$ cat src/rtl/hufd_pkg.sv
// hufd_pkg: shared types, codes and defaults for the huffman tree bit decoder
// no dependencies; used by every module of the block but hufd_ram
`timescale 1ns / 1ps

package hufd_pkg;

    localparam int NODE_SLOTS_DEF  = 1024;
    localparam int SYMBOL_BITS_DEF = 9;

    localparam int IDX_W  = 10;
    localparam int ISYM_W = 9;
    localparam int OSYM_W = 8;
    localparam int CFG_W  = 10;

    localparam logic [1:0] FUNC_WRITE   = 2'd0;
    localparam logic [1:0] FUNC_BIT     = 2'd1;
    localparam logic [1:0] FUNC_END     = 2'd2;
    localparam logic [1:0] FUNC_RESTART = 2'd3;

    localparam logic [1:0] KIND_SYMBOL = 2'd0;
    localparam logic [1:0] KIND_EOM    = 2'd1;
    localparam logic [1:0] KIND_TRUNC  = 2'd2;

    localparam logic CFG_ROOT = 1'b0;
    localparam logic CFG_END  = 1'b1;

    localparam logic [ISYM_W-1:0] END_SYMBOL_RST = 9'd256;

    typedef struct packed {
        logic [1:0]        func;
        logic [IDX_W-1:0]  node_index;
        logic              node_is_leaf;
        logic [ISYM_W-1:0] node_symbol;
        logic [IDX_W-1:0]  zero_child;
        logic [IDX_W-1:0]  one_child;
        logic              code_bit;
    } t_item;

    typedef struct packed {
        logic [OSYM_W-1:0] symbol;
        logic [1:0]        kind;
    } t_result;

    typedef struct packed {
        logic wr_node;
        logic restart;
        logic end_in;
        logic rd_cur;
        logic rd_child;
        logic decide;
    } t_cmd;

endpackage

$ cat src/rtl/hufd_ctrl.sv
// hufd_ctrl: item sequencer for the huffman tree bit decoder
// depends on hufd_pkg for function codes and the command struct
`timescale 1ns / 1ps

module hufd_ctrl (
    input  logic          i_clk,
    input  logic          i_rst_n,
    input  logic          start,
    input  logic [1:0]    i_func,
    input  logic          i_finished,
    output logic          busy,
    output hufd_pkg::t_cmd o_cmd
);

    localparam logic [1:0] S_IDLE  = 2'd0;
    localparam logic [1:0] S_CUR   = 2'd1;
    localparam logic [1:0] S_CHILD = 2'd2;

    logic [1:0] r_state;
    logic [1:0] n_state;
    logic       accept;

    assign busy   = (r_state != S_IDLE);
    assign accept = start && !busy;

    always_comb begin
        n_state = r_state;
        o_cmd   = '0;
        case (r_state)
            S_IDLE: begin
                if (accept) begin
                    case (i_func)
                        hufd_pkg::FUNC_WRITE:   o_cmd.wr_node = 1'b1;
                        hufd_pkg::FUNC_RESTART: o_cmd.restart = 1'b1;
                        hufd_pkg::FUNC_END:     o_cmd.end_in  = 1'b1;
                        hufd_pkg::FUNC_BIT: begin
                            // bits are dropped once the message has ended
                            if (!i_finished) begin
                                o_cmd.rd_cur = 1'b1;
                                n_state      = S_CUR;
                            end
                        end
                        default: ;
                    endcase
                end
            end
            S_CUR: begin
                o_cmd.rd_child = 1'b1;
                n_state        = S_CHILD;
            end
            S_CHILD: begin
                o_cmd.decide = 1'b1;
                n_state      = S_IDLE;
            end
            default: n_state = S_IDLE;
        endcase
    end

    always_ff @(posedge i_clk) begin
        if (!i_rst_n) begin
            r_state <= S_IDLE;
        end else begin
            r_state <= n_state;
        end
    end

endmodule

$ cat config.mk
export PLATFORM = sky130hd
export DESIGN_NAME = hufd_ctrl
export DESIGN_NICKNAME = d
export VERILOG_FILES = /design/src/rtl/hufd_pkg.sv /design/src/rtl/hufd_ctrl.sv
export SDC_FILE = /design/constraint.sdc
export NUM_CORES = 1
export LEC_CHECK = 0
export BUFFER_PORTS_ARGS = -buffer_cell sky130_fd_sc_hd__buf_4
export CAP_MARGIN = 20
export CORE_AREA = 4 4 41 43
export DETAILED_ROUTE_END_ITERATION = 6
export DIE_AREA = 0 0 45 47
export PLACE_DENSITY = 0.3
export SLEW_MARGIN = 20
export SYNTH_ARGS = -nofsm -noshare
export SYNTH_HDL_FRONTEND = slang
export SYNTH_SLANG_ARGS = --single-unit
$ cat constraint.sdc
create_clock -name i_clk -period 1.6 [get_ports i_clk]
set_input_delay 0.32 -clock i_clk [delete_from_list [all_inputs] [get_ports i_clk]]
set_output_delay 0.32 -clock i_clk [all_outputs]
set_load 0.005 [all_outputs]
==> impl_metrics.sql <==
INSERT INTO impl_metrics (metric_group, metric, value, unit) VALUES
('worst_hold_path', 'min_path_type', 'input port to flop', ''),
('timing', 'slew_viol_final', '0', ''),
('routing', 'route.antenna.remaining_nets', '0', ''),
('cells_and_area', 'biggestRegsByFlops', 'r_state (2)', ''),
('critical_path', 'cp_cell_sequence', 'or4b_4 > nor3_4 > buf_4', ''),
('yosys', 'synthDominantAreaCellType', 'sky130_fd_sc_hd__dfxtp_1', ''),
('clock_tree', 'clk_slew_on_worst_s_h_paths', '0.03', 'ns'),
('critical_path', 'worst_path_max_delay_cell', 'sky130_fd_sc_hd__or4b_4', ''),
('routing', 'drt-total-wl', '488', 'um'),
('yosys', 'synthTopCellsByCount', 'sky130_fd_sc_hd__nor3_1, sky130_fd_sc_hd__dfxtp_1', ''),
('critical_path', 'max_fo_critical_path', '4', ''),
('routing', 'number_of_optimization_iterations_in_the_first_detailed_route_pass', '1', ''),
('power', 'p_per_area', '726', 'nW/um^2'),
('timing', 'fmax', '601', 'MHz'),
('power', 'switchingPower', '0.0427', 'mW'),
('timing', 'period_needed', '1.66', 'ns'),
('floorplan', 'floorplan.die.width', '45', 'um'),
('critical_path', 'max_stage_delay_on_crit_path', '0.55', 'ns'),
('yosys', 'syn_area', '129', 'sq um'),
('yosys', 'yosysTopAreaCellShare', '31.1', '%'),
('global_routing', 'first_global_vias', '169', ''),
('power', 'combinationalPowerShare', '17.3', '%'),
('floorplan', 'chipHeight', '47', 'um'),
('yosys', 'synth_most_common_cell', 'sky130_fd_sc_hd__nor3_1', ''),
('clock_tree', 'clk-insertion-delay-late', '0.22', 'ns'),
('clock_tree', 'clock_tree.root_cell', 'sky130_fd_sc_hd__clkbuf_4', ''),
('yosys', 'postSynthCellCount', '15', ''),
('yosys', 'ys_async_sr_fraction', '0', '%'),
('power', 'power.total', '0.196', 'mW'),
('floorplan', 'floorplan.io_pins', '13', ''),
('yosys', 'number_of_enable_flip_flop_cells_after_synthesis', '0', ''),
('critical_path', 'worstPathBufferInverterCount', '1', ''),
('routing', 'drt-initial-drc-count', '0', ''),
('global_routing', 'track_usage', '5.28', '%'),
('power', 'ir_drop', '0.000248', 'V'),
('critical_path', 'crit_arrival', '1.34', 'ns'),
('critical_path', 'worst_setup_path_end_kind', 'primary output', ''),
('clock_tree', 'cts.repair_timing.setup_buffer_count', '0', ''),
('power', 'power.share.sequential', '26.3', '%'),
('cells_and_area', 'diodes', '0', ''),
('cells_and_area', 'max_flop_register', 'r_state', ''),
('critical_path', 'crit_required', '1.28', 'ns'),
('run_status', 'run_status', 'finished, violations left', ''),
('global_routing', 'grt_max_degree', '5', ''),
('yosys', 'synthesis.area_per_instance', '8.59', 'sq um'),
('timing', 'timing.slew.headroom', '88.4', '%'),
('placement', 'pre_cts_ws', '0.0529', 'ns'),
('timing', 'final_critical_path_setup_slack', '-0.0629', 'ns'),
('clock_tree', 'cts.sink_count', '2', ''),
('power', 'clock_power_share', '56.4', '%'),
('yosys', 'synth_warnings', '0', ''),
('critical_path', 'criticalPathCategory', 'flop to primary output', ''),
('power', 'p_int', '0.153', 'mW'),
('yosys', 'synth_ff_type', 'sky130_fd_sc_hd__dfxtp_1', ''),
('yosys', 'yosys_register_bits', '2', ''),
('floorplan', 'placeableCoreArea', '1300', 'sq um'),
('floorplan', 'initial_util', '9.90', '%'),
('timing', 'tightestPinTransition', '0.174', 'ns'),
('cells_and_area', 'share_of_post_route_cells_with_drive_strength_above_1', '72.4', '%'),
('run_status', 'violated_checks', 'negative setup slack', ''),
('clock_tree', 'cts_inserted_buffers', '3', ''),
('routing', 'post_drt_wl_per_cell', '11.1', 'um'),
('clock_tree', 'cts_tree', 'yes', ''),
('global_routing', 'grt.overflow.total', '0', ''),
('yosys', 'syn_nets', '21', ''),
('floorplan', 'die_area', '2120', 'sq um'),
('cells_and_area', 'net_total_in_the_final_layout', '37', ''),
('clock_tree', 'htree_levels', '1', ''),
('timing', 'final-setup-viol-count', '2', ''),
('placement', 'place_area', '230', 'sq um'),
('global_routing', 'grt_first_pass_wirelength', '738', 'um');
## cell type report
class,count,area [sq um],share of cell area (%)
inverters,1,3.75,1.39
well taps,15,18.8,6.94
repair buffers,12,90.1,33.3
clock buffers,3,22.5,8.33
multi-input cells,11,93.8,34.7
flip-flops and latches,2,41.3,15.3
## path summary, 6_finish.rpt
check	startpoint	end	slack, ns	cells past startpoint
min reg2reg	r_state[1]$_SDFFE_PN0P_	r_state[1]$_SDFFE_PN0P_	0.58	2
max	r_state[1]$_SDFFE_PN0P_	o_cmd[2]	-0.06	3
min	i_finished	r_state[0]$_SDFFE_PN0P_	0.30	2
max reg2reg	r_state[1]$_SDFFE_PN0P_	r_state[0]$_SDFFE_PN0P_	0.39	2
## power by group through the flow
stage | Sequential [mW] | Combinational (mW) | Clock (mW)
3_5_place_dp | 0.0521 | 0.0307 | 0
4_1_cts | 0.0515 | 0.0318 | 0.118
3_3_place_gp | 0.0522 | 0.0303 | 0
5_1_grt | 0.0517 | 0.0371 | 0.116
2_1_floorplan | 0.0520 | 0.0110 | 0
6_report | 0.0515 | 0.0340 | 0.111
## layout by cell type, fill, tap and decap left out
master | synthesis | layout
sky130_fd_sc_hd__or4b_4 | 1 | 1
sky130_fd_sc_hd__buf_4 | 1 | 12
sky130_fd_sc_hd__nor4b_2 | 1 | 1
sky130_fd_sc_hd__nor2b_1 | 1 | 1
sky130_fd_sc_hd__clkbuf_4 | 0 | 3
sky130_fd_sc_hd__inv_1 | 1 | 1
sky130_fd_sc_hd__nor3_2 | 0 | 1
sky130_fd_sc_hd__and2_1 | 1 | 1
sky130_fd_sc_hd__and2b_1 | 1 | 1
sky130_fd_sc_hd__nand2_1 | 1 | 1
sky130_fd_sc_hd__nor3_4 | 0 | 1
sky130_fd_sc_hd__dfxtp_2 | 0 | 1
sky130_fd_sc_hd__or2_2 | 1 | 1
sky130_fd_sc_hd__dfxtp_1 | 2 | 1
sky130_fd_sc_hd__nor3_1 | 3 | 1
sky130_fd_sc_hd__nor2_1 | 1 | 1
## repair_timing
item / CTS / global route
gates cloned: 0 / 0
hold buffers: 0 / 0
endpoints found under the hold margin: 0 / 0
gates resized for setup: 2 / 2
pin swaps: 1 / 0
endpoints found under the setup margin: 2 / 3
## stage by stage
stage	util [%]	instances
after floorplan	-	15
after global placement	17.7	41
after detailed placement	17.7	41
after CTS	19.9	44
after global routing	20.8	44
final	20.8	44
## logic make-up after synthesis
| group | after synthesis | share of synthesized area [%] |
|---|---|---|
| and+or+nand+nor | 11 | 60.2 |
| DFF | 2 | 31.1 |
| buffers and inverters | 2 | 8.74 |
## metal layers
metal  vias to the layer above  GRT usage (%)  share of wire (%)
met5                         -              0                  0
met4                         0           5.26                  0
met3                         0           3.83                 19
met2                        15           7.91                 46
met1                        68           4.51                 35
li1                         79              -                  -
No activity file was read; power rests on OpenSTA's default activity.
